`src/rtl/core/stz_pkg.sv`:
```
// ----------------------------------------------------------------------------
// stz_pkg
// Shared types, token codes and keyword tables of the source tokenizer.
// ----------------------------------------------------------------------------
`default_nettype none

package stz_pkg;

    localparam int POSITION_BITS_DEF = 16;
    localparam int LINE_BITS_DEF     = 16;
    localparam int MIDQ_DEPTH        = 2;
    localparam int OUTQ_DEPTH        = 4;
    localparam int KW_COUNT          = 8;
    localparam int KW_MAX_LEN        = 5;

    localparam logic [4:0] KIND_INT    = 5'd0;
    localparam logic [4:0] KIND_IDENT  = 5'd1;
    localparam logic [4:0] KIND_LET    = 5'd2;
    localparam logic [4:0] KIND_PLUS   = 5'd10;
    localparam logic [4:0] KIND_MINUS  = 5'd11;
    localparam logic [4:0] KIND_STAR   = 5'd12;
    localparam logic [4:0] KIND_SLASH  = 5'd13;
    localparam logic [4:0] KIND_LESS   = 5'd14;
    localparam logic [4:0] KIND_LPAREN = 5'd15;
    localparam logic [4:0] KIND_RPAREN = 5'd16;
    localparam logic [4:0] KIND_LBRACE = 5'd17;
    localparam logic [4:0] KIND_RBRACE = 5'd18;
    localparam logic [4:0] KIND_SEMI   = 5'd19;
    localparam logic [4:0] KIND_ASSIGN = 5'd20;
    localparam logic [4:0] KIND_EQEQ   = 5'd21;
    localparam logic [4:0] KIND_EOF    = 5'd22;
    localparam logic [4:0] KIND_ERROR  = 5'd23;

    // keyword text, first character in the top byte
    localparam logic [39:0] KW_TEXT [KW_COUNT] = '{
        {"let", 16'h0}, "print", "input", {"if", 24'h0},
        {"else", 8'h0}, "while", {"true", 8'h0}, "false"
    };
    localparam logic [2:0] KW_LEN [KW_COUNT] = '{
        3'd3, 3'd5, 3'd5, 3'd2, 3'd4, 3'd5, 3'd4, 3'd5
    };

    typedef struct packed {
        logic [7:0] char_code;
        logic       end_of_source;
    } src_item_t;

    typedef struct packed {
        logic [4:0]  token_kind;
        logic [15:0] token_start;
        logic [15:0] token_length;
        logic [15:0] token_line;
        logic        last_of_run;
    } token_t;

    // classified byte handed from front to back
    typedef struct packed {
        logic       eos;
        logic [7:0] ch;
        logic       blank;
        logic       newline;
        logic       digit;
        logic       alpha;
        logic       slash;
        logic       equal;
        logic       op;
        logic       bad;
        logic [4:0] op_kind;
    } cls_t;

    // scanner to output queue write group
    typedef struct packed {
        logic [1:0] count;
        token_t     t0;
        token_t     t1;
    } tok_wr_t;

    function automatic logic [7:0] kw_char(input logic [2:0] idx, input logic [2:0] k);
        logic [39:0] txt;
        logic [2:0]  kc;
        txt = KW_TEXT[idx];
        kc  = (k < 3'(KW_MAX_LEN)) ? k : 3'd0;
        return txt[8*(4-kc) +: 8];
    endfunction

endpackage

`default_nettype wire

```
`src/rtl/core/stz_fifo.sv`:
```
// ----------------------------------------------------------------------------
// stz_fifo
// Small register queue, one write and one read per cycle.
// ----------------------------------------------------------------------------
`default_nettype none

module stz_fifo #(
    parameter int WIDTH = 8,
    parameter int DEPTH = 2
) (
    input  wire logic             clk,
    input  wire logic             rst_n,
    input  wire logic             wr_en,
    input  wire logic [WIDTH-1:0] wr_data,
    output logic                  full,
    input  wire logic             rd_en,
    output logic [WIDTH-1:0]      rd_data,
    output logic                  valid
);
    localparam int PTR_W = (DEPTH > 1) ? $clog2(DEPTH) : 1;
    localparam int CNT_W = $clog2(DEPTH + 1);

    logic [WIDTH-1:0] mem_reg [DEPTH];
    logic [PTR_W-1:0] wp_reg, wp_next, rp_reg, rp_next;
    logic [CNT_W-1:0] cnt_reg, cnt_next;
    logic             do_wr, do_rd;

    function automatic logic [PTR_W-1:0] ptr_inc(input logic [PTR_W-1:0] p);
        return (p == PTR_W'(DEPTH - 1)) ? '0 : p + 1'b1;
    endfunction

    assign full    = (cnt_reg == CNT_W'(DEPTH));
    assign valid   = (cnt_reg != '0);
    assign rd_data = mem_reg[rp_reg];
    assign do_wr   = wr_en && !full;
    assign do_rd   = rd_en && valid;

    always_comb
    begin
        wp_next  = do_wr ? ptr_inc(wp_reg) : wp_reg;
        rp_next  = do_rd ? ptr_inc(rp_reg) : rp_reg;
        cnt_next = cnt_reg + CNT_W'(do_wr) - CNT_W'(do_rd);
    end

    always_ff @(posedge clk or negedge rst_n)
    begin
        if (!rst_n)
        begin
            wp_reg  <= '0;
            rp_reg  <= '0;
            cnt_reg <= '0;
        end
        else
        begin
            wp_reg  <= wp_next;
            rp_reg  <= rp_next;
            cnt_reg <= cnt_next;
        end
    end

    always_ff @(posedge clk)
    begin
        if (do_wr)
            mem_reg[wp_reg] <= wr_data;
    end

endmodule

`default_nettype wire

```
`src/rtl/core/stz_front.sv`:
```
// ----------------------------------------------------------------------------
// stz_front
// Byte classifier: sorts each source byte into the scanner's classes.
// ----------------------------------------------------------------------------
`default_nettype none

module stz_front (
    input  wire stz_pkg::src_item_t item,
    output stz_pkg::cls_t           cls
);
    import stz_pkg::*;

    logic [7:0] c;

    assign c = item.char_code;

    always_comb
    begin
        cls         = '0;
        cls.eos     = item.end_of_source;
        cls.ch      = c;
        cls.newline = (c == 8'h0A);
        cls.blank   = (c == 8'h20) || (c == 8'h09) || (c == 8'h0D) || (c == 8'h0A);
        cls.digit   = (c >= "0") && (c <= "9");
        cls.alpha   = ((c >= "a") && (c <= "z")) || ((c >= "A") && (c <= "Z"))
                      || (c == "_");
        cls.slash   = (c == "/");
        cls.equal   = (c == "=");
        cls.op      = 1'b1;
        unique case (c)
            "+":     cls.op_kind = KIND_PLUS;
            "-":     cls.op_kind = KIND_MINUS;
            "*":     cls.op_kind = KIND_STAR;
            "<":     cls.op_kind = KIND_LESS;
            "(":     cls.op_kind = KIND_LPAREN;
            ")":     cls.op_kind = KIND_RPAREN;
            "{":     cls.op_kind = KIND_LBRACE;
            "}":     cls.op_kind = KIND_RBRACE;
            ";":     cls.op_kind = KIND_SEMI;
            default:
            begin
                cls.op      = 1'b0;
                cls.op_kind = KIND_ERROR;
            end
        endcase
        cls.bad = !(cls.blank || cls.digit || cls.alpha || cls.slash
                    || cls.equal || cls.op);
    end

endmodule

`default_nettype wire

```
`src/rtl/core/stz_back.sv`:
```
// ----------------------------------------------------------------------------
// stz_back
// Scanner: mode machine, counters and keyword mask; emits up to two tokens
// per byte.
// ----------------------------------------------------------------------------
`default_nettype none

module stz_back #(
    parameter int POSITION_BITS = stz_pkg::POSITION_BITS_DEF,
    parameter int LINE_BITS     = stz_pkg::LINE_BITS_DEF
) (
    input  wire logic             clk,
    input  wire logic             rst_n,
    input  wire stz_pkg::cls_t    item,
    input  wire logic             item_valid,
    output logic                  item_pop,
    input  wire logic             room,
    output stz_pkg::tok_wr_t      wr
);
    import stz_pkg::*;

    typedef enum logic [6:0] {
        MODE_IDLE    = 7'b0000001,
        MODE_NUMBER  = 7'b0000010,
        MODE_WORD    = 7'b0000100,
        MODE_SLASH   = 7'b0001000,
        MODE_EQUAL   = 7'b0010000,
        MODE_COMMENT = 7'b0100000,
        MODE_HALT    = 7'b1000000
    } mode_t;

    localparam logic [POSITION_BITS-1:0] POS_MAX  = '1;
    localparam logic [LINE_BITS-1:0]     LINE_MAX = '1;

    mode_t                    mode_reg, mode_next, idle_mode;
    logic [POSITION_BITS-1:0] pos_reg, pos_next, pstart_reg, pstart_next;
    logic [POSITION_BITS-1:0] pos_inc, pend_len, idle_pos;
    logic [LINE_BITS-1:0]     line_reg, line_next, pline_reg, pline_next;
    logic [LINE_BITS-1:0]     line_inc, idle_line;
    logic [7:0]               cand_reg, cand_next, idle_cand, grow_cand;
    logic [4:0]               word_kind;
    logic                     fire, use_idle, do_flush, eq_tok, eof;
    logic                     flush_valid, sec_valid, idle_emit, idle_begin;
    token_t                   flush_tok, sec_tok, idle_tok;

    function automatic logic [7:0] narrow(input logic [7:0] mask,
                                          input logic [2:0] k,
                                          input logic [7:0] c);
        logic [7:0] keep;
        keep = '0;
        for (int i = 0; i < KW_COUNT; i++)
            keep[i] = mask[i] && (k < KW_LEN[i]) && (c == kw_char(3'(i), k));
        return keep;
    endfunction

    assign fire     = item_valid && room;
    assign item_pop = fire;
    assign pos_inc  = (pos_reg == POS_MAX) ? pos_reg : pos_reg + 1'b1;
    assign line_inc = (line_reg == LINE_MAX) ? line_reg : line_reg + 1'b1;
    assign pend_len = pos_reg - pstart_reg;

    // first keyword whose length matches wins
    always_comb
    begin
        word_kind = KIND_IDENT;
        for (int i = KW_COUNT - 1; i >= 0; i--)
            if (cand_reg[i] && (pend_len == POSITION_BITS'(KW_LEN[i])))
                word_kind = KIND_LET + 5'(i);
    end

    always_comb
    begin
        if ((pos_reg == POS_MAX) || (pend_len >= POSITION_BITS'(KW_MAX_LEN)))
            grow_cand = '0;
        else
            grow_cand = narrow(cand_reg, pend_len[2:0], item.ch);
    end

    // scan of a byte from the idle mode
    always_comb
    begin
        idle_tok.token_kind   = item.op ? item.op_kind : KIND_ERROR;
        idle_tok.token_start  = 16'(pos_reg);
        idle_tok.token_length = 16'd1;
        idle_tok.token_line   = 16'(line_reg);
        idle_tok.last_of_run  = 1'b1;
        idle_emit  = item.op || item.bad;
        idle_begin = item.digit || item.alpha || item.slash || item.equal;
        idle_pos   = item.bad ? pos_reg : pos_inc;
        idle_line  = item.newline ? line_inc : line_reg;
        idle_cand  = item.alpha ? narrow(8'hFF, 3'd0, item.ch) : 8'h00;
        if (item.bad)
            idle_mode = MODE_HALT;
        else if (item.digit)
            idle_mode = MODE_NUMBER;
        else if (item.alpha)
            idle_mode = MODE_WORD;
        else if (item.slash)
            idle_mode = MODE_SLASH;
        else if (item.equal)
            idle_mode = MODE_EQUAL;
        else
            idle_mode = MODE_IDLE;
    end

    always_comb
    begin
        mode_next   = mode_reg;
        pos_next    = pos_reg;
        line_next   = line_reg;
        pstart_next = pstart_reg;
        pline_next  = pline_reg;
        cand_next   = cand_reg;
        use_idle    = 1'b0;
        do_flush    = 1'b0;
        eq_tok      = 1'b0;
        eof         = 1'b0;
        if (item.eos)
        begin
            do_flush    = 1'b1;
            eof         = 1'b1;
            mode_next   = MODE_IDLE;
            pos_next    = '0;
            line_next   = LINE_BITS'(1);
            pstart_next = '0;
            pline_next  = LINE_BITS'(1);
            cand_next   = '0;
        end
        else
        begin
            unique case (mode_reg)
                MODE_NUMBER:
                begin
                    if (item.digit)
                        pos_next = pos_inc;
                    else
                    begin
                        do_flush = 1'b1;
                        use_idle = 1'b1;
                    end
                end
                MODE_WORD:
                begin
                    if (item.alpha || item.digit)
                    begin
                        cand_next = grow_cand;
                        pos_next  = pos_inc;
                    end
                    else
                    begin
                        do_flush = 1'b1;
                        use_idle = 1'b1;
                    end
                end
                MODE_SLASH:
                begin
                    if (item.slash)
                    begin
                        mode_next = MODE_COMMENT;
                        pos_next  = pos_inc;
                    end
                    else
                    begin
                        do_flush = 1'b1;
                        use_idle = 1'b1;
                    end
                end
                MODE_EQUAL:
                begin
                    if (item.equal)
                    begin
                        pos_next  = pos_inc;
                        eq_tok    = 1'b1;
                        mode_next = MODE_IDLE;
                    end
                    else
                    begin
                        do_flush = 1'b1;
                        use_idle = 1'b1;
                    end
                end
                MODE_COMMENT:
                begin
                    if (item.newline)
                        use_idle = 1'b1;
                    else
                        pos_next = pos_inc;
                end
                MODE_HALT:
                begin
                end
                MODE_IDLE:
                    use_idle = 1'b1;
                default:
                    use_idle = 1'b1;
            endcase
            if (use_idle)
            begin
                mode_next = idle_mode;
                pos_next  = idle_pos;
                line_next = idle_line;
                cand_next = idle_cand;
                if (idle_begin)
                begin
                    pstart_next = pos_reg;
                    pline_next  = line_reg;
                end
            end
        end
    end

    // token pair: pending token first, then EOF, '==' or the idle token
    always_comb
    begin
        flush_valid = do_flush && ((mode_reg == MODE_NUMBER) || (mode_reg == MODE_WORD)
                      || (mode_reg == MODE_SLASH) || (mode_reg == MODE_EQUAL));
        flush_tok.token_start  = 16'(pstart_reg);
        flush_tok.token_length = 16'(pend_len);
        flush_tok.token_line   = 16'(pline_reg);
        flush_tok.last_of_run  = 1'b0;
        if (mode_reg == MODE_NUMBER)
            flush_tok.token_kind = KIND_INT;
        else if (mode_reg == MODE_WORD)
            flush_tok.token_kind = word_kind;
        else if (mode_reg == MODE_SLASH)
            flush_tok.token_kind = KIND_SLASH;
        else
            flush_tok.token_kind = KIND_ASSIGN;

        sec_valid = eof || eq_tok || (use_idle && idle_emit);
        if (eof)
        begin
            sec_tok.token_kind   = KIND_EOF;
            sec_tok.token_start  = 16'(pos_reg);
            sec_tok.token_length = 16'd0;
            sec_tok.token_line   = 16'(line_reg);
            sec_tok.last_of_run  = 1'b1;
        end
        else if (eq_tok)
        begin
            sec_tok.token_kind   = KIND_EQEQ;
            sec_tok.token_start  = 16'(pstart_reg);
            sec_tok.token_length = 16'(pos_inc - pstart_reg);
            sec_tok.token_line   = 16'(pline_reg);
            sec_tok.last_of_run  = 1'b1;
        end
        else
            sec_tok = idle_tok;

        wr.t1 = sec_tok;
        if (flush_valid)
        begin
            wr.t0             = flush_tok;
            wr.t0.last_of_run = !sec_valid;
        end
        else
            wr.t0 = sec_tok;
        wr.count = fire ? (2'(flush_valid) + 2'(sec_valid)) : 2'd0;
    end

    always_ff @(posedge clk or negedge rst_n)
    begin
        if (!rst_n)
        begin
            mode_reg   <= MODE_IDLE;
            pos_reg    <= '0;
            line_reg   <= LINE_BITS'(1);
            pstart_reg <= '0;
            pline_reg  <= LINE_BITS'(1);
            cand_reg   <= '0;
        end
        else if (fire)
        begin
            mode_reg   <= mode_next;
            pos_reg    <= pos_next;
            line_reg   <= line_next;
            pstart_reg <= pstart_next;
            pline_reg  <= pline_next;
            cand_reg   <= cand_next;
        end
    end

endmodule

`default_nettype wire

```
`src/rtl/core/stz_outq.sv`:
```
// ----------------------------------------------------------------------------
// stz_outq
// Token queue: takes up to two tokens per cycle, hands out one.
// ----------------------------------------------------------------------------
`default_nettype none

module stz_outq #(
    parameter int DEPTH = stz_pkg::OUTQ_DEPTH
) (
    input  wire logic              clk,
    input  wire logic              rst_n,
    input  wire stz_pkg::tok_wr_t  wr,
    output logic                   room,
    output stz_pkg::token_t        token,
    output logic                   empty,
    input  wire logic              pop
);
    import stz_pkg::*;

    localparam int PTR_W = $clog2(DEPTH);
    localparam int CNT_W = $clog2(DEPTH + 1);

    token_t           mem_reg [DEPTH];
    logic [PTR_W-1:0] wp_reg, wp_next, wp_1, rp_reg, rp_next;
    logic [CNT_W-1:0] cnt_reg, cnt_next;
    logic             do_rd;

    function automatic logic [PTR_W-1:0] ptr_inc(input logic [PTR_W-1:0] p);
        return (p == PTR_W'(DEPTH - 1)) ? '0 : p + 1'b1;
    endfunction

    assign empty = (cnt_reg == '0);
    assign token = mem_reg[rp_reg];
    assign room  = (cnt_reg <= CNT_W'(DEPTH - 2));
    assign do_rd = pop && !empty;
    assign wp_1  = ptr_inc(wp_reg);

    always_comb
    begin
        unique case (wr.count)
            2'd1:    wp_next = wp_1;
            2'd2:    wp_next = ptr_inc(wp_1);
            default: wp_next = wp_reg;
        endcase
        rp_next  = do_rd ? ptr_inc(rp_reg) : rp_reg;
        cnt_next = cnt_reg + CNT_W'(wr.count) - CNT_W'(do_rd);
    end

    always_ff @(posedge clk or negedge rst_n)
    begin
        if (!rst_n)
        begin
            wp_reg  <= '0;
            rp_reg  <= '0;
            cnt_reg <= '0;
        end
        else
        begin
            wp_reg  <= wp_next;
            rp_reg  <= rp_next;
            cnt_reg <= cnt_next;
        end
    end

    always_ff @(posedge clk)
    begin
        if (wr.count != 2'd0)
            mem_reg[wp_reg] <= wr.t0;
        if (wr.count == 2'd2)
            mem_reg[wp_1] <= wr.t1;
    end

endmodule

`default_nettype wire

```
`src/rtl/core/source_tokenizer.sv`:
```
// ----------------------------------------------------------------------------
// source_tokenizer
// Streaming lexer: one source byte in, tokens with kind, offset, length and
// line out.
// ----------------------------------------------------------------------------
//  channel   direction  handshake      payload
//  source    in         push / full    src_item (char_code, end_of_source)
//  tokens    out        pop / empty    token (kind, start, length, line, last)
//
//  One byte per cycle while the token queue has room; a byte that yields two
//  tokens is one scanner transfer; both go into the token queue at once.
//  Classified bytes wait in a 2-entry queue; the scanner takes one when the
//  4-entry token queue has two free slots, so a slow token reader stalls it.
//  Tokens are registered in the token queue before they appear on the output.
//  Reset needs no clearing pass.
// ----------------------------------------------------------------------------
`default_nettype none

module source_tokenizer #(
    parameter int POSITION_BITS = stz_pkg::POSITION_BITS_DEF,
    parameter int LINE_BITS     = stz_pkg::LINE_BITS_DEF
) (
    input  wire logic               clk,
    input  wire logic               rst_n,
    input  wire logic               push,
    output logic                    full,
    input  wire stz_pkg::src_item_t src_item,
    output logic                    empty,
    input  wire logic               pop,
    output stz_pkg::token_t         token
);
    import stz_pkg::*;

    cls_t    front_cls, mid_item;
    logic    mid_valid, mid_pop, room;
    tok_wr_t wr;

    stz_front u_front (
        .item (src_item),
        .cls  (front_cls)
    );

    stz_fifo #(
        .WIDTH ($bits(cls_t)),
        .DEPTH (MIDQ_DEPTH)
    ) u_midq (
        .clk     (clk),
        .rst_n   (rst_n),
        .wr_en   (push),
        .wr_data (front_cls),
        .full    (full),
        .rd_en   (mid_pop),
        .rd_data (mid_item),
        .valid   (mid_valid)
    );

    stz_back #(
        .POSITION_BITS (POSITION_BITS),
        .LINE_BITS     (LINE_BITS)
    ) u_back (
        .clk        (clk),
        .rst_n      (rst_n),
        .item       (mid_item),
        .item_valid (mid_valid),
        .item_pop   (mid_pop),
        .room       (room),
        .wr         (wr)
    );

    stz_outq #(
        .DEPTH (OUTQ_DEPTH)
    ) u_outq (
        .clk   (clk),
        .rst_n (rst_n),
        .wr    (wr),
        .room  (room),
        .token (token),
        .empty (empty),
        .pop   (pop)
    );

`ifndef SYNTH
    // tokens only come from a byte the scanner actually took
    a_wr_needs_pop: assert property (@(posedge clk) disable iff (!rst_n)
        (wr.count != 2'd0) |-> mid_pop)
        else $error("token write without a scanned byte");

    // scanner never takes a byte unless both tokens would fit
    a_pop_needs_room: assert property (@(posedge clk) disable iff (!rst_n)
        mid_pop |-> room)
        else $error("scanner ran without queue room");

    // end of source always yields at least the EOF token
    a_eos_emits: assert property (@(posedge clk) disable iff (!rst_n)
        (mid_pop && mid_item.eos) |-> (wr.count != 2'd0))
        else $error("end of source produced no token");

    // a written token is visible on the next cycle
    a_wr_shows: assert property (@(posedge clk) disable iff (!rst_n)
        (wr.count != 2'd0) |=> !empty)
        else $error("token queue empty after a write");
`endif

endmodule

`default_nettype wire

```
`config.mk`:
```
export PLATFORM = sky130hd
export DESIGN_NAME = source_tokenizer
export DESIGN_NICKNAME = d
export VERILOG_FILES = /design/src/rtl/core/stz_pkg.sv /design/src/rtl/core/stz_fifo.sv /design/src/rtl/core/stz_front.sv /design/src/rtl/core/stz_back.sv /design/src/rtl/core/stz_outq.sv /design/src/rtl/core/source_tokenizer.sv
export SDC_FILE = /design/constraint.sdc
export NUM_CORES = 1
export LEC_CHECK = 0
export ABC_AREA = 1
export ABC_CLOCK_PERIOD_IN_PS = 5290
export BUFFER_PORTS_ARGS = -buffer_cell sky130_fd_sc_hd__buf_2
export CAP_MARGIN = 30
export CORE_MARGIN = 3
export CORE_UTILIZATION = 49
export DETAILED_ROUTE_END_ITERATION = 10
export GPL_ROUTABILITY_DRIVEN = 0
export GPL_TIMING_DRIVEN = 0
export HOLD_SLACK_MARGIN = 0.1
export PLACE_DENSITY = 0.64
export SKIP_LAST_GASP = 1
export SYNTH_ARGS = -nofsm -noshare
export SYNTH_HDL_FRONTEND = slang
export SYNTH_SLANG_ARGS = --single-unit
```
`constraint.sdc`:
```
create_clock -name clk -period 5.29 [get_ports clk]
set_input_delay 0.7935 -clock clk [delete_from_list [all_inputs] [get_ports clk]]
set_output_delay 0.7935 -clock clk [all_outputs]
set_load 0.02 [all_outputs]
```
; ---- After elaboration in Yosys (flattened, before gate mapping)
; Memories as Yosys holds them, arrays and structs flattened.
; Index checks and enable logic that the tools add are counted.
[word_totals]
elab_cells = 260
out_inout_bits = 56
ff_bits = 90
mem_count = 2
inputBits = 13
ramBits = 260
[op_classes]
order_cmp = 12
n_eq_ne = 56
mux = 81
n_shift = 8
addsub = 15
reduce_logical = 74
[mem_list]
columns = name, depth, word_bits, read_ports, rd_ports_with_merged_regs, wr, line
row1 = u_outq.mem_reg, 4, 54, 1, 0, 2, stz_outq.sv:23  ; token_t mem_reg [DEPTH];
row2 = u_midq.mem_reg, 2, 22, 1, 0, 1, stz_fifo.sv:23  ; logic [WIDTH-1:0] mem_reg [DEPTH];
[op_table]
columns = cell, count
row1 = $shiftx A40 B33 Y8 const A, 8
row2 = $mux W16, 19
row3 = $mux W54, 3
row4 = $eq A8 B6 Y1 const B, 10
row5 = $eq A8 B7 Y1 const B, 10
row6 = $pmux W16 S5, 1
row7 = $eq A8 B8 Y1, 8
row8 = $mux W5, 12
row9 = $mux W7, 8
row10 = $mux W8, 6
row11 = $pmux W5 S9, 1
row12 = $logic_and A1 B1 Y1, 33
row13 = $add A16 B1 Y16 const B, 2
row14 = $eq A16 B16 Y1 const B, 2
row15 = $eq A16 B2 Y1 const B, 2
row16 = $eq A16 B3 Y1 const B, 2
row17 = $sub A16 B16 Y16, 2
row18 = $eq A8 B4 Y1 const B, 3
row19 = $mux W1, 21
row20 = $logic_or A1 B1 Y1, 20
row21 = $ge A16 B3 Y1 const B, 1
row22 = $ge A8 B7 Y1 const B, 2
row23 = $le A8 B7 Y1 const B, 2
row24 = $ne A4 B3 Y1 const B, 4
row25 = other kinds (41), 64

; ---- Depth between registers and ports, before layout
; Gate-level depths: netlist (run 1).
[logic_depth]
depth_word = 14
ltp_mapped = 27
depth_no_buf = 27

; ---- Modules after synthesis
; From an unflattened synthesis (run 1), not the netlist that was laid out.
[hier_totals]
cells_unflattened = 2691
area_unflattened_um2 = 21389.3
[modules_own_cells]
columns = mod, area_each_um2, instances, cells_per_inst
row1 = stz_outq, 10915.5, 1, 1123
row2 = stz_back, 8169.1, 1, 1322
row3 = stz_fifo, 1836.8, 1, 147
row4 = stz_front, 467.9, 1, 99

; ---- Worst setup path before layout (run 1)
; OpenSTA, ideal clock, no wires.
[synth_path]
path_type = register -> register
start = register u_midq.rp_reg
end = memory u_outq.mem_reg[3][10] (netlist bit), enable pin
setup_time_ns = 0.413
n_path_buf = 3
slack_ns = 0.975
arrival_ns = 3.902
stages_incl_launch_ff = 19
synth_period_minus_slack_ns = 4.315
path_cell_list = dfrtp_1 inv_2 buf_2 or2_1 o21ai_2 inv_1 o22ai_1 inv_2 nand3_1 nand2_1 inv_1 clkbuf_1 ha_1 nand2_1 inv_1 ha_1 nand2_1 clkbuf_1 nand2_1
[synth_rtl]
columns = item, line
row1 = start: declaration, stz_fifo.sv:24  ; logic [PTR_W-1:0] wp_reg, wp_next, rp_reg, rp_next;
row2 = start signal: assignment, stz_fifo.sv:56  ; rp_reg <= rp_next;
row3 = end: declaration, stz_outq.sv:23

==> results.toml, run 1 <==
[status]
status = "finished clean"

[clocking]
h-tree-depth = 2
cts.clk_slew.worst_paths_ns = 0.06
cts_hold_buf = 0
worstSkewPairLatency_ns = 0.57
cts_buffers = 40
clk_path_buf_depth = 3
cts_root_buf = "clkbuf_16"
cts_tree = "done"
cts_sinks = 348

[worst_setup_path]
ff2ff_path_depth = 22
slowest_stage = "dfstp_2"
critical_path_class = "reg2reg"
crit_required_ns = 5.65
crit_chain = "inv_1 > nand2_1 > inv_1 > nand4_1 > inv_1 > nor2_1 > nand2_1 > nor2_1 > inv_1 > nand2_1 > clkinvlp_4 > ha_1 > nand2_1 > inv_1 > ha_1 > nand2_1 > inv_1 > nor2_1 > clkbuf_2 > clkbuf_2 > nand2_1 > o21ai_0"
cp_max_fo = 10
crit_path_max_incr_delay_ns = 0.53
cp-startpoint = "u_back.mode_reg[0]$_DFFE_PN1P_"
reg2reg_to = "u_outq.mem_reg[3][26]$_DFFE_PP_"
worst_setup_path_start_kind = "flop"
worst_ep_arrival_time_ns = 5.41
reg2reg_slack_ns = 0.24
r2r-start = "u_back.mode_reg[0]$_DFFE_PN1P_"
end_kind = "flop"

[timing]
drv_slew = 0
tightest_slew_ns = 1.00
hold_viol_final = 0
maxSlewHeadroom_pct = 32.5
max_freq_mhz = 198
setup_viol_count_final = 0
worst_clock_skew_ns = 0.0211
rsz0062_at_grt = "false"
fin_crit_sh_pct = 95.4
layout_min_cycle_time_ns = 5.05

[layout]
drive_gt1_share_pct = 7.20
diodes = 0
largest_reg_flops = 216
stdcell_area_mm2 = 0.0229
syn2layout_area_growth_pct = 12.0
seqCellArea_mm2 = 0.00996
layout.cells.non_filler = 3211
fillers = 3783
multi_input_area_mm2 = 0.00921
fin_nets = 2717

[logic_synthesis]
avgSynthCellArea_um2 = 8.08
synthArstFlopShare_pct = 25.9
post-synth-top-count-cell = "nand2_1"
synth_common_cells = "nand2_1, o21ai_0, edfxtp_1, nand3_1, inv_1"
ys_ff_latch = 348
yosysTopAreaCellShare_pct = 37.2
synth_area_leaders = "edfxtp_1, dfrtp_1, o21ai_0"
syn_nets = 2602
synth_cell_types = 52
synthFlopType = "edfxtp_1"
synth_edf_count = 254
yosys.area.top_type = "edfxtp_1"
ys_seq_area_share_pct = 48.6
ys_warn_count = 0
syn_area_mm2 = 0.0205
synthCells = 2534

[place]
portBuffers = 68
hpwl_um = 49000
placed_cell_area_mm2 = 0.0216
dp_cells = 3137

[global_routing]
grt_first_pass_wirelength_um = 104000
antenna_found_initial = 2
gr-total-overflow = 0
gr-usage-all-layers_pct = 30.2
grt_pass1_vias = 18200
grt_max_degree = 67

[power]
finalPower_uw = 13900
power.leakage_uw = 0.00922
powerDensity_mw_per_mm2 = 608
vdd_drop_max_mv = 0.593

[floorplan]
die-area_mm2 = 0.0443
start_util_pct = 49.8
chipHeight_um = 210
rows = 74
core_area_mm2 = 0.0411
fp.dieW_um = 210
ios = 69

[detailed_routing]
wl_met2_um = 31000
vias = 19400
ant_nets = 0
remaining_drc_errors = 0
firstDrtPassIters = 6
drt-met1-wl_um = 27800
detail_route.vias_per_cell = 6.04
wire_per_inst_um = 21.2
wl_um = 68000
routed.top_layer = "met5"
wl_met3_um = 6980
first_iter_violations = 2373

[hold_path]
hold_class = "in2async"

[job]
max_cap_violations = 0
stage by stage:
| stage | TNS (ns) | setup WS (ns) | utilization (%) | hold slack, ns |
|---|---|---|---|---|
| floorplan | 0 | 0.975 | - | 0.463 |
| global placement | -353.58 | -1.65 | 52.3 | 0.474 |
| detailed placement | -45.87 | -0.596 | 52.6 | 0.478 |
| CTS | 0 | 0.0431 | 55.7 | 0.139 |
| global route | 0 | 0.0114 | 55.8 | 0.154 |
| finish | 0 | 0.242 | 55.8 | 0.149 |
metal layers:
| layer | track usage (%) | vias up |
|---|---|---|
| met5 | 0 | - |
| met1 | 40.8 | 9130 |
| met3 | 6.10 | 172 |
| met2 | 48.7 | 1062 |
| met4 | 10.8 | 8 |
| li1 | - | 9031 |
logic make-up after synthesis:
kind of cell | count (synthesis) | synth area share, %
AO/OA/AOI/OAI | 612 | 16.1
XOR/XNOR | 37 | 1.58
adder cells (fa/ha/maj) | 55 | 3.47
buffers and inverters | 357 | 6.66
flip-flops | 348 | 48.6
multiplexers | 1 | 0.0489
AND/OR/NAND/NOR | 1124 | 23.5
where the power goes:
group,total [uW],internal [uW],switching [uW]
clock,2730,1610,1120
combinational,7270,1800,5470
sequential,3940,3710,236
worst max-delay path by stage:
| stage | to |
|---|---|
| final | u_outq.mem_reg[3][26]$_DFFE_PP_ |
| after global routing | u_outq.mem_reg[3][26]$_DFFE_PP_ |
| after CTS | u_outq.mem_reg[3][25]$_DFFE_PP_ |
| after detailed placement | u_outq.mem_reg[0][24]$_DFFE_PP_ |
| after global placement | u_outq.mem_reg[0][27]$_DFFE_PP_ |
| after floorplan | u_outq.mem_reg[3][10]$_DFFE_PP_ |
critical path: cells and delay by family, from the launching register on:
kind	cells	cell delay, ns
DFF	1	0.53
AOI/OAI and AO/OA	1	0.16
adders and majority gates	2	0.62
and+or+nand+nor	10	1.88
buffers and inverters	9	1.65
layout make-up:
cell class,instances,area share (%)
sequential,348,43.4
multi-input combinational,1829,40.1
clock buffer,61,5.07
inverter,242,3.99
tap,532,2.90
buffer,113,1.99
timing repair buffer,75,1.99
clock inverter,11,0.502
cells in the final DEF (no fill, tap or decap), types with 4 or more instances in the layout:
master,count
o21ai_2,4
inv_1,233
o211ai_1,5
ha_1,52
o21ai_0,398
clkinv_1,7
clkinv_2,4
clkbuf_8,4
o21a_1,4
clkbuf_2,8
clkbuf_16,42
o22ai_1,82
o21ai_1,31
or2_2,11
a31oi_1,8
nand3_1,238
dfrtp_1,86
nand3b_1,6
clkbuf_1,99
buf_2,85
nand4_1,52
xor2_1,34
nor2_2,5
edfxtp_1,254
nor2_1,227
nand2_1,516
buf_4,5
o31ai_1,8
nor4_1,15
a21oi_1,56
dfxtp_1,4
nor3_1,39
repair_timing:
action | CTS | global route
cloned | 0 | 0
setup endpoints to repair | 273 | 264
hold endpoints to repair | 0 | 0
resized for setup | 9 | 9
setup buffers | 0 | 4
No activity file was read; power rests on OpenSTA's default activity.
==> run 2, diff against run 1 <==
- ABC_CLOCK_PERIOD_IN_PS: 5290 -> 5080
- CORE_ASPECT_RATIO: unset -> 1.25
- clock period: 5.29 -> 5.08 ns (I/O delays scaled with it)
==> results.toml, run 2 (synthesis results as in run 1) <==
[layout]
fillers = 3841
syn2layout_area_growth_pct = 11.7
post-route-util_pct = 55.5
final_cell_mix = "nand2_1, o21ai_0, edfxtp_1"
drive_gt1_share_pct = 7.30
stdcell_area_mm2 = 0.0229
layout.cells.most_common = "nand2_1"
fin_nets = 2713
largest_reg_flops = 216

[floorplan]
core_area_mm2 = 0.0412
rows = 83
ios = 69
die-area_mm2 = 0.0443
chipHeight_um = 235
start_util_pct = 49.7
fp.dieW_um = 189

[job]
max_cap_violations = 0

[detailed_routing]
vias = 19500
wl_um = 67500
detail_route.vias_per_cell = 6.03
ant_nets = 0
firstDrtPassIters = 6
remaining_drc_errors = 0
wire_per_inst_um = 20.9
first_iter_violations = 2157

[timing]
hold_viol_final = 0
finalSetupTns_ns = 0
fin_crit_sh_pct = 95.6
max_freq_mhz = 206
drv_slew = 0
layout_min_cycle_time_ns = 4.86
worst_clock_skew_ns = 0.0184
maxSlewHeadroom_pct = 37.1
setup_viol_count_final = 0
tightest_slew_ns = 0.943

[power]
vdd_drop_max_mv = 0.790
power.leakage_uw = 0.00917
finalPower_uw = 14300
powerDensity_mw_per_mm2 = 627

[worst_setup_path]
worst_setup_path_start_kind = "flop"
cp_max_fo = 54
end_kind = "flop"
worst_ep_arrival_time_ns = 4.92
crit_required_ns = 5.14
critical_path_class = "reg2reg"

[hold_path]
hold_class = "in2async"

[clocking]
clk_path_buf_depth = 3
cts_root_buf = "clkbuf_16"
cts_sinks = 348
cts_buffers = 36
cts_tree = "done"
cts_hold_buf = 0
cts.clk_slew.worst_paths_ns = 0.06
h-tree-depth = 2
worstSkewPairLatency_ns = 0.54

[global_routing]
antenna_found_initial = 1
gr-usage-all-layers_pct = 29.9
grt_first_pass_wirelength_um = 103000
gr-total-overflow = 0
grt_pass1_vias = 18400
grt_max_degree = 66

[status]
status = "finished clean"

[place]
hpwl_um = 49200
placed_cell_area_mm2 = 0.0216
portBuffers = 68
## run 2: area by class of cell
type                       instances  area (um2)  share of cell area (%)
sequential                       348        9960                    43.5
multi-input combinational       1829        9220                    40.3
clock buffer                      49        1020                    4.44
inverter                         242         915                    4.00
tap                              552         691                    3.02
buffer                           113         457                    2.00
timing repair buffer              75         455                    1.99
clock inverter                    16         170                   0.743
antenna                            1        2.50                  0.0109
## run 2: stage by stage
step | cells | worst slack (ns) | hold slack, ns
after floorplan | 2534 | 0.765 | 0.463
after global placement | 3154 | -1.89 | 0.474
after detailed placement | 3157 | -0.836 | 0.476
after CTS | 3220 | -0.0248 | 0.147
after global routing | 3224 | -0.0117 | 0.173
final | 3225 | 0.224 | 0.152
## run 2: timing repair
item                                    in CTS  in global routing
gates cloned                                 0                  0
resized for setup                           12                 11
pin swaps                                    0                  1
endpoints found under the setup margin     408                392
buffers inserted                             0                  4
hold endpoints to repair                     0                  0
## run 2: final timing paths
path | start | end | slack, ns | depth (start not counted)
hold reg to reg | u_outq.mem_reg[2][0]$_SDFFE_PP1P_ | u_outq.mem_reg[2][0]$_SDFFE_PP1P_ | 0.49 | 2
max in group asynchronous | rst_n | u_back.mode_reg[0]$_DFFE_PN1P_ | 4.25 | 2
setup / recovery | u_midq.rp_reg$_DFFE_PN0P_ | u_outq.mem_reg[3][39]$_DFFE_PP_ | 0.22 | 14
hold / removal | rst_n | u_back.pline_reg[3]$_DFFE_PN0P_ | 0.15 | 1
setup reg to reg | u_midq.rp_reg$_DFFE_PN0P_ | u_outq.mem_reg[3][39]$_DFFE_PP_ | 0.22 | 14
min in group clk | src_item[0] | u_midq.mem_reg[0][21]$_DFFE_PP_ | 0.42 | 1
## run 2: critical path, stage by stage (launching register included)
cell      delay (ns)
dfrtp_1         0.44
inv_2           0.05
buf_2           0.18
nand2_1         0.08
nand2_1         0.24
inv_1           0.21
clkbuf_2        0.50
nand3_1         0.16
ha_1            0.34
nand2_1         0.24
inv_1           0.07
ha_1            0.26
nand2_1         0.30
clkbuf_1        0.60
nand2_4         0.68
## run 2: routing by layer
layer / up-vias / global-route usage (%) / wire length [um]
met5: - / 0 / 0
met4: 0 / 13.6 / 3190
met3: 227 / 4.77 / 6380
met2: 1081 / 51.0 / 32000
met1: 9103 / 37.8 / 25900
li1: 9039 / - / -
## run 2: power by group
group	leakage [uW]	total, uW	internal, uW	switching [uW]
sequential	0.00361	4100	3860	239
clock	0.000575	2700	1570	1140
combinational	0.00498	7550	1870	5680
